===== config.mk =====
export PLATFORM = sky130hd
export DESIGN_NAME = bbt_seq
export DESIGN_NICKNAME = d
export VERILOG_FILES = /design/src/bbt_pkg.sv /design/src/bbt_seq.sv
export SDC_FILE = /design/constraint.sdc
export NUM_CORES = 1
export LEC_CHECK = 0
export ABC_AREA = 1
export ABC_CLOCK_PERIOD_IN_PS = 4100
export CORE_AREA = 2 2 118 149
export CTS_CLUSTER_DIAMETER = 120
export CTS_CLUSTER_SIZE = 10
export DETAILED_ROUTE_END_ITERATION = 8
export DIE_AREA = 0 0 120 151
export DONT_BUFFER_PORTS = 1
export MAX_ROUTING_LAYER = met4
export PLACE_DENSITY = 0.7
export SLEW_MARGIN = 10
export SYNTH_ARGS = -nofsm -noshare
export SYNTH_HDL_FRONTEND = slang
export SYNTH_SLANG_ARGS = --single-unit

===== constraint.sdc =====
create_clock -name clk -period 4.1 [get_ports clk]
set_clock_uncertainty 0.15 [all_clocks]
set_input_delay 0.615 -clock clk [delete_from_list [all_inputs] [get_ports clk]]
set_output_delay 0.615 -clock clk [all_outputs]
set_load 0.05 [all_outputs]

===== src/bbt_pkg.sv =====
// Shared types and constants for the bounds-table engine.
package bbt_pkg;

  localparam int ADDR_BITS  = 20;
  localparam int SLOT_LOG2  = 4;
  localparam int META_BYTES = 2;
  localparam int TAG_BITS   = 16;
  localparam int LG_BITS    = 5;
  localparam int IDX_BITS   = ADDR_BITS - SLOT_LOG2;

  typedef enum logic [1:0] {
    OP_REG    = 2'd0,
    OP_FREE   = 2'd1,
    OP_LOOKUP = 2'd2
  } op_t;

  typedef enum logic [1:0] {
    STAT_OK   = 2'd0,
    STAT_NULL = 2'd1,
    STAT_BAD  = 2'd2
  } status_t;

  typedef enum logic [3:0] {
    S_CLEAR,
    S_IDLE,
    S_SIZE,
    S_CHECK,
    S_RANGE,
    S_FILL,
    S_EVAL,
    S_LBASE,
    S_TAG,
    S_DONE
  } state_t;

  typedef struct packed {
    logic                we;
    logic [IDX_BITS-1:0] waddr;
    logic [LG_BITS-1:0]  wdata;
    logic [IDX_BITS-1:0] raddr;
  } bnd_req_t;

  typedef struct packed {
    logic                we;
    logic [IDX_BITS-1:0] waddr;
    logic [TAG_BITS-1:0] wdata;
    logic [IDX_BITS-1:0] raddr;
  } tag_req_t;

  typedef struct packed {
    logic [TAG_BITS-1:0]  tag;
    logic [ADDR_BITS-1:0] base;
    logic [LG_BITS-1:0]   lg;
    status_t              status;
  } result_t;

endpackage


===== src/bbt_seq.sv =====
// Sequencer and shared datapath: sizing, range sweep, lookup.
module bbt_seq (
  input  logic                              clk,
  input  logic                              rst,
  input  logic                              in_valid,
  output logic                              in_stall,
  input  logic [1:0]                        operation,
  input  logic [bbt_pkg::ADDR_BITS-1:0]     address,
  input  logic [bbt_pkg::ADDR_BITS-1:0]     request_size,
  input  logic [bbt_pkg::TAG_BITS-1:0]      tag_in,
  input  logic [bbt_pkg::LG_BITS-1:0]       bnd_rdata,
  input  logic [bbt_pkg::TAG_BITS-1:0]      tag_rdata,
  output bbt_pkg::bnd_req_t                 bnd_req,
  output bbt_pkg::tag_req_t                 tag_req,
  output bbt_pkg::result_t                  res,
  output logic                              res_valid,
  input  logic                              res_take
);

  bbt_pkg::state_t                   state, state_next;
  logic [1:0]                        op, op_next;
  logic [bbt_pkg::ADDR_BITS-1:0]     addr, addr_next;
  logic [bbt_pkg::ADDR_BITS:0]       nm1, nm1_next;
  logic [bbt_pkg::TAG_BITS-1:0]      tag, tag_next;
  logic [bbt_pkg::LG_BITS-1:0]       lg, lg_next;
  logic [bbt_pkg::IDX_BITS-1:0]      ptr, ptr_next;
  logic [bbt_pkg::IDX_BITS-1:0]      last, last_next;
  logic [bbt_pkg::LG_BITS-1:0]       fill_val, fill_val_next;
  bbt_pkg::result_t                  res_next;

  logic [bbt_pkg::IDX_BITS-1:0]      idx;
  logic [bbt_pkg::LG_BITS-1:0]       sh;
  logic [bbt_pkg::IDX_BITS:0]        span_end;
  logic [bbt_pkg::IDX_BITS-1:0]      span_last;
  logic [bbt_pkg::ADDR_BITS-1:0]     hi_mask;
  logic [bbt_pkg::ADDR_BITS-1:0]     obj_top;
  logic                              accept;

  assign idx      = addr[bbt_pkg::ADDR_BITS-1:bbt_pkg::SLOT_LOG2];
  assign hi_mask  = {bbt_pkg::ADDR_BITS{1'b1}} << lg;
  assign obj_top  = addr | ~hi_mask;
  assign in_stall = (state != bbt_pkg::S_IDLE);
  assign accept   = in_valid && !in_stall;
  assign res_valid = (state == bbt_pkg::S_DONE);

  always_comb begin
    sh = lg - bbt_pkg::LG_BITS'(bbt_pkg::SLOT_LOG2);
    if (lg < bbt_pkg::LG_BITS'(bbt_pkg::SLOT_LOG2)) begin
      span_end = {1'b0, idx};
    end else if (sh >= bbt_pkg::LG_BITS'(bbt_pkg::IDX_BITS)) begin
      span_end = {(bbt_pkg::IDX_BITS+1){1'b1}};
    end else begin
      span_end = {1'b0, idx} + ((bbt_pkg::IDX_BITS+1)'(1) << sh)
                 - (bbt_pkg::IDX_BITS+1)'(1);
    end
    span_last = span_end[bbt_pkg::IDX_BITS] ? {bbt_pkg::IDX_BITS{1'b1}}
                                             : span_end[bbt_pkg::IDX_BITS-1:0];
  end

  always_ff @(posedge clk) begin
    if (rst) begin
      state <= bbt_pkg::S_CLEAR;
      ptr   <= '0;
    end else begin
      state <= state_next;
      ptr   <= ptr_next;
    end
  end

  always_ff @(posedge clk) begin
    op       <= op_next;
    addr     <= addr_next;
    nm1      <= nm1_next;
    tag      <= tag_next;
    lg       <= lg_next;
    last     <= last_next;
    fill_val <= fill_val_next;
    res      <= res_next;
  end

  always_comb begin
    state_next    = state;
    op_next       = op;
    addr_next     = addr;
    nm1_next      = nm1;
    tag_next      = tag;
    lg_next       = lg;
    ptr_next      = ptr;
    last_next     = last;
    fill_val_next = fill_val;
    res_next      = res;

    bnd_req.we    = 1'b0;
    bnd_req.waddr = ptr;
    bnd_req.wdata = fill_val;
    bnd_req.raddr = address[bbt_pkg::ADDR_BITS-1:bbt_pkg::SLOT_LOG2];
    tag_req.we    = 1'b0;
    tag_req.waddr = span_end[bbt_pkg::IDX_BITS-1:0];
    tag_req.wdata = tag;
    tag_req.raddr = obj_top[bbt_pkg::ADDR_BITS-1:bbt_pkg::SLOT_LOG2];

    unique case (state)
      bbt_pkg::S_CLEAR: begin
        bnd_req.we    = 1'b1;
        bnd_req.wdata = '0;
        ptr_next      = ptr + bbt_pkg::IDX_BITS'(1);
        if (ptr == {bbt_pkg::IDX_BITS{1'b1}}) begin
          state_next = bbt_pkg::S_IDLE;
        end
      end
      bbt_pkg::S_IDLE: begin
        if (accept) begin
          op_next   = operation;
          addr_next = address;
          tag_next  = tag_in;
          nm1_next  = {1'b0, request_size}
                      + (bbt_pkg::ADDR_BITS+1)'(bbt_pkg::META_BYTES - 1);
          lg_next   = bbt_pkg::LG_BITS'(bbt_pkg::SLOT_LOG2);
          res_next  = '{tag: '0, base: '0, lg: '0, status: bbt_pkg::STAT_NULL};
          if (operation == bbt_pkg::OP_REG) begin
            state_next = (address == '0) ? bbt_pkg::S_DONE : bbt_pkg::S_SIZE;
          end else if (operation == bbt_pkg::OP_FREE) begin
            state_next = bbt_pkg::S_EVAL;
          end else begin
            state_next = (address == '0) ? bbt_pkg::S_DONE : bbt_pkg::S_EVAL;
          end
        end
      end
      bbt_pkg::S_SIZE: begin
        if ((nm1 >> lg) != '0) begin
          lg_next = lg + bbt_pkg::LG_BITS'(1);
        end else begin
          state_next = bbt_pkg::S_CHECK;
        end
      end
      bbt_pkg::S_CHECK: begin
        if (lg > bbt_pkg::LG_BITS'(bbt_pkg::ADDR_BITS) || (addr & ~hi_mask) != '0) begin
          res_next.status = bbt_pkg::STAT_BAD;
          state_next      = bbt_pkg::S_DONE;
        end else begin
          fill_val_next = lg;
          state_next    = bbt_pkg::S_RANGE;
        end
      end
      bbt_pkg::S_RANGE: begin
        ptr_next   = idx;
        last_next  = span_last;
        tag_req.we = (op == bbt_pkg::OP_REG);
        state_next = bbt_pkg::S_FILL;
      end
      bbt_pkg::S_FILL: begin
        bnd_req.we = 1'b1;
        ptr_next   = ptr + bbt_pkg::IDX_BITS'(1);
        if (ptr == last) begin
          res_next   = '{tag: '0, base: addr, lg: lg, status: bbt_pkg::STAT_OK};
          state_next = bbt_pkg::S_DONE;
        end
      end
      bbt_pkg::S_EVAL: begin
        if (bnd_rdata == '0) begin
          state_next = bbt_pkg::S_DONE;
        end else if (op == bbt_pkg::OP_FREE) begin
          lg_next       = bnd_rdata;
          fill_val_next = '0;
          state_next    = bbt_pkg::S_RANGE;
        end else begin
          lg_next    = (bnd_rdata > bbt_pkg::LG_BITS'(bbt_pkg::ADDR_BITS))
                       ? bbt_pkg::LG_BITS'(bbt_pkg::ADDR_BITS) : bnd_rdata;
          state_next = bbt_pkg::S_LBASE;
        end
      end
      bbt_pkg::S_LBASE: begin
        res_next.base = addr & hi_mask;
        state_next    = bbt_pkg::S_TAG;
      end
      bbt_pkg::S_TAG: begin
        res_next   = '{tag: tag_rdata, base: res.base, lg: lg, status: bbt_pkg::STAT_OK};
        state_next = bbt_pkg::S_DONE;
      end
      bbt_pkg::S_DONE: begin
        if (res_take) begin
          state_next = bbt_pkg::S_IDLE;
        end
      end
      default: begin
        state_next = bbt_pkg::S_IDLE;
      end
    endcase
  end

endmodule


Word level (Yosys, flattened, before mapping)
Index checks and enable logic that the tools add are counted.
W data, S select, Z words.
{ "word_totals": {"ff_bits": 148, "in_bits": 83, "wordCells": 114} }
{ "classes": {"addsub": 6, "n_lt_le_gt_ge": 4, "eq_ne": 24, "shifts": 3, "muxes": 36, "bitwise_logic": 4, "reduce_logical": 24} }
{ "op_table": {"columns": ["cell", "n"], "rows": [
  ["$mux W43", 2],
  ["$pmux W20 S3", 1],
  ["$pmux W16 S3", 1],
  ["$mux W5", 9],
  ["$mux W4", 11],
  ["$and A20 B20 Y20", 2],
  ["$pmux W4 S10", 1],
  ["$mux W17", 2],
  ["$pmux W16 S2", 1],
  ["$pmux W5 S3", 2],
  ["$add A20 B1 Y21 const B", 1],
  ["$reduce_bool A21 Y1", 1],
  ["$shr A21 B5 Y21", 1],
  ["$logic_not A20 Y1", 1],
  ["$not A20 Y20", 1],
  ["$or A20 B20 Y20", 1],
  ["$reduce_bool A20 Y1", 1],
  ["$shl A20 B5 Y20 const A", 1],
  ["$ne A2 B2 Y1 const B", 9],
  ["$add A16 B17 Y17", 1],
  ["$shl A1 B5 Y17 const A", 1],
  ["$sub A17 B1 Y17 const B", 1],
  ["$add A16 B1 Y16 const B", 1],
  ["$eq A16 B16 Y1", 1],
  ["other kinds (31)", 47]
]} }

Logic depth before layout (Yosys ltp)
{ "depth": {"depth_word": 7, "mapped_depth": 24, "mapped_depth_nobuf": 22} }

Worst setup path after synthesis
Ideal clock, no wire load.
{ "synth_path": {"path_kind": "register to output", "from": "reg lg[2] in the netlist's numbering", "to": "out tag_req[41] in the netlist's numbering", "arrival_time_ps": 3483, "t_required_ps": 3335, "path_slack_ps": -148, "stages_incl_launch_ff": 25, "n_path_buf": 2, "cell_sequence": "edfxtp_1 buf_2 inv_1 ha_1 inv_1 ha_1 nand2_1 inv_1 nand2_1 ha_1 inv_1 ha_1 fa_1 nand3_1 nand2_1 inv_1 o21bai_1 inv_1 o21ai_0 inv_1 or2_2 nand3_1 nand2_1 inv_1 buf_4"} }
{ "synth_via": {"elab_chain_len": 6} }
{ "synth_lines": {"columns": ["element", "line", "text"], "rows": [
  ["start: declaration", "bbt_seq.sv:25", "logic [bbt_pkg::LG_BITS-1:0] lg, lg_next;"],
  ["start signal: assignment", "bbt_seq.sv:75", "lg <= lg_next;"],
  ["$sub A5 B3 Y5", "bbt_seq.sv:47", "sh = lg - bbt_pkg::LG_BITS'(bbt_pkg::SLOT_LOG2);"],
  ["$shl A1 B5 Y17", "bbt_seq.sv:53", "span_end = {1'b0, idx} + ((bbt_pkg::IDX_BITS+1)'(1) << sh)"],
  ["$add A16 B17 Y17", "bbt_seq.sv:53", null],
  ["$sub A17 B1 Y17", "bbt_seq.sv:54", "- (bbt_pkg::IDX_BITS+1)'(1);"],
  ["$mux W17", "bbt_seq.sv:50", "end else if (sh >= bbt_pkg::LG_BITS'(bbt_pkg::IDX_BITS)) begin"],
  ["$mux W17 *", "bbt_seq.sv:48", "if (lg < bbt_pkg::LG_BITS'(bbt_pkg::SLOT_LOG2)) begin"],
  ["end: declaration", "bbt_seq.sv:14", "output bbt_pkg::tag_req_t tag_req,"]
]} }
Mark *: on every way between the ends. The rest lies on a longest branch, timed or not.

==> results.py <==
metrics = {
    "outcome": {
        "run_status": "finished with violations",
        "violations": "setup timing",
    },
    "layout": {
        "layout_common_cells": "237 x nand2_1, 149 x inv_1, 128 x edfxtp_1",
        "area_growth_syn_to_layout_pct": 19.2,
        "diodes": 0,
        "final_nets": 1257,
        "final_util": 0.650,
        "num-fill-cells": 1385,
        "drive_above_1_share": 0.206,
        "layout_commonest_cell": "nand2_1",
        "fin_area_um2": 10800,
    },
    "logic_synthesis": {
        "seq_area_frac_synth": 0.467,
        "synthXorXnorAreaFrac": 0.0386,
        "syn_nets": 1214,
        "syn_area_um2": 9080,
        "synthFlopType": "edfxtp_1",
        "ys_top_cells_by_area": "edfxtp_1 42%, nand2_1 10%, inv_1 7.1%",
        "synthSimpleGateAreaFrac": 0.232,
        "ys_ff_latch": 148,
        "synth_area_per_cell_um2": 8.39,
        "synth_compound_area_frac": 0.0828,
        "yosys.area.top_type": "edfxtp_1",
        "synth_warnings": 0,
        "synth_adder_area_share": 0.0669,
        "yosysTopAreaCellShare": 0.423,
        "synth_top_family_by_area": "simple AND/OR/NAND/NOR gates",
        "muxShareOfSynthArea": 0,
        "async_flop_share": 0,
        "synthDistinctLibCells": 48,
        "syn_inst": 1083,
        "synth_edf_count": 128,
    },
    "cts": {
        "cts_root_buffer": "clkbuf_16",
        "clk_latency_ns": 0.43,
        "clk_pin_slew_worst_paths_ns": 0.07,
        "cts_tree": "done",
        "cts_hold_buf": 0,
        "cts_buffers": 17,
        "clockBufferDepth": 2,
        "cts_sinks": 148,
        "htreeDepth": 4,
    },
    "sta": {
        "holdWs_ns": 0.0918,
        "grt_setup_unrepaired": "true",
        "setup_viol": 7,
        "tightest_slew_ns": 0.915,
        "maxSlewHeadroom": 0.388,
        "slew_violations": 0,
        "period_minus_slack_ns": 4.20,
        "setup_slack_ns": -0.0969,
        "hold_viol": 0,
        "clock.fmax_ghz": 0.238,
        "fin_crit_sh": 1.02,
    },
    "drt": {
        "drtIter0Drc": 750,
        "vias": 7571,
        "vias_per_cell": 5.57,
        "wl_um": 26000,
        "first_pass_iters": 6,
        "wl_per_cell_um": 19.2,
        "ant_nets": 0,
        "post-route-drc-count": 0,
    },
    "global_routing": {
        "grtUsageMet3": 0.0787,
        "overflow": 0,
        "gr-usage-met2": 0.485,
        "gr-usage-all-layers": 0.290,
        "grt_max_degree": 41,
        "grt_pass1_vias": 7327,
        "antenna_found_initial": 0,
        "grt_pass1_wl_um": 38300,
        "top_usage_layer": "met2",
        "grtUsageMet1": 0.325,
    },
    "critical_path": {
        "crit_slowest_cell": "edfxtp_1",
        "crit_chain": "inv_2, ha_4, inv_2, ha_4, nand2_4, inv_6, buf_6, nand2_2, ha_4, inv_2, ha_4, nand2_2, o21bai_4, buf_6, inv_4, o21ai_2, inv_1, or2_4, nand3_2, nand2_2, inv_2, buf_12",
        "cp_top_family": "adder cells",
        "critical_path.startpoint": "lg[2]$_DFFE_PP_",
        "critPathArrivalTime_ns": 3.43,
        "endpoint_kind": "output pin",
        "crit_buf_inv": 10,
        "timing.rr.start": "lg[2]$_DFFE_PP_",
        "path_max_fanout": 6,
        "cp-start-kind": "flop",
        "max_stage_delay_ns": 0.39,
        "worstPathRequired_ns": 3.34,
        "crit_type": "reg -> out",
    },
    "die": {
        "row_count": 53,
        "die_area_um2": 18100,
        "core-area_um2": 16600,
        "die_w_um": 120,
        "die_h_um": 151,
        "boundaryPins": 215,
        "initial_utilization": 0.546,
    },
    "pwr": {
        "ir_drop_mv": 0.329,
        "power.density_nw_per_um2": 677,
        "leakagePower_nw": 4.53,
    },
    "place": {
        "io_buffer_count": 0,
        "placed_cell_area_um2": 9590,
        "gp_congestion": 0.973,
        "hpwl_um": 19800,
    },
    "min_path": {
        "hold_path.startpoint": "rst",
        "hold_path.class": "in -> reg",
    },
    "run": {
        "maxCapViolations": 0,
    },
}
==> final cells by class <==
| class | instances | area (um2) | share of cell area |
|---|---|---|---|
| clock buffers | 18 | 429 | 0.0396 |
| clock inverters | 14 | 143 | 0.0132 |
| inverters | 180 | 686 | 0.0633 |
| multi-input cells | 705 | 4350 | 0.402 |
| flip-flops and latches | 148 | 4240 | 0.392 |
| well taps | 220 | 275 | 0.0254 |
| repair buffers | 74 | 699 | 0.0646 |
==> worst reg2reg max path: cells and delay by family, from the launching register on <==
| family | cells | cell delay, ns |
|---|---|---|
| AOI/OAI and AO/OA | 5 | 1.05 |
| adders and majority gates | 4 | 0.93 |
| buffers and inverters | 7 | 0.59 |
| DFF | 1 | 0.39 |
| and+or+nand+nor | 3 | 0.31 |
==> layer usage <==
layer,share of wire,vias up
met5,0,-
met4,0.042,0
met3,0.090,86
met2,0.50,357
met1,0.37,3528
li1,-,3600
==> synthesized netlist by cell type (all sizes together), types with 3 or more instances <==
cell type  instances
a22oi              5
a31oi             11
or2                8
nor2             123
nand4             12
o22ai              3
a21oi             43
edfxtp           128
nand2            253
nand3             68
inv              179
nor3              17
o211ai             4
o21ai             34
nand3b             6
xor2              21
clkbuf             3
xnor2             19
a211oi             9
buf               46
ha                47
a21o               5
dfxtp             20
==> flip-flops by register name, summed over array words and instances (netlist names) <==
signal	flops
tag	16
fill_val	5
op	2
res	43
lg	5
nm1	21
state	4
last	16
addr	20
ptr	16
==> power breakdown <==
part           internal, mW  leakage (nW)  total (mW)  switching (mW)
combinational          1.06          2.92        3.30            2.24
clock                 0.854         0.276        1.52           0.671
sequential             1.99          1.33        2.50           0.514
total                  3.90          4.53        7.33            3.43
==> cell families after synthesis <==
| kind of cell | Yosys count |
|---|---|
| AO/OA/AOI/OAI | 125 |
| XOR/XNOR | 40 |
| adder cells (fa/ha/maj) | 48 |
| buffers and inverters | 230 |
| flip-flops | 148 |
| AND/OR/NAND/NOR | 492 |
==> worst paths after layout <==
kind	endpoint	slack [ns]	cells after the start
hold reg to reg	res[7]$_DFFE_PP_	0.52	2
setup reg to reg	last[14]$_SDFFCE_PP1P_	0.42	19
setup / recovery	tag_req[41]	-0.1	22
hold / removal	ptr[8]$_SDFFE_PP0P_	0.09	1
==> what timing repair did <==
item | CTS | global route
pin swaps | 26 | 25
gates resized for setup | 82 | 46
gates cloned | 0 | 0
setup buffers | 7 | 11
setup endpoints to repair | 13 | 12
==> stage by stage <==
stage	worst slack, ns	cells	TNS [ns]	total power, mW
after detailed placement	0.0550	1309	0	5.42
final	-0.0969	1359	-0.417	7.33
after global routing	-0.245	1359	-1.89	7.67
after global placement	0.121	1309	0	5.39
after CTS	-0.105	1348	-0.324	7.16
after floorplan	0.00929	1083	0	4.68
Power figures use the tool's default switching activity.
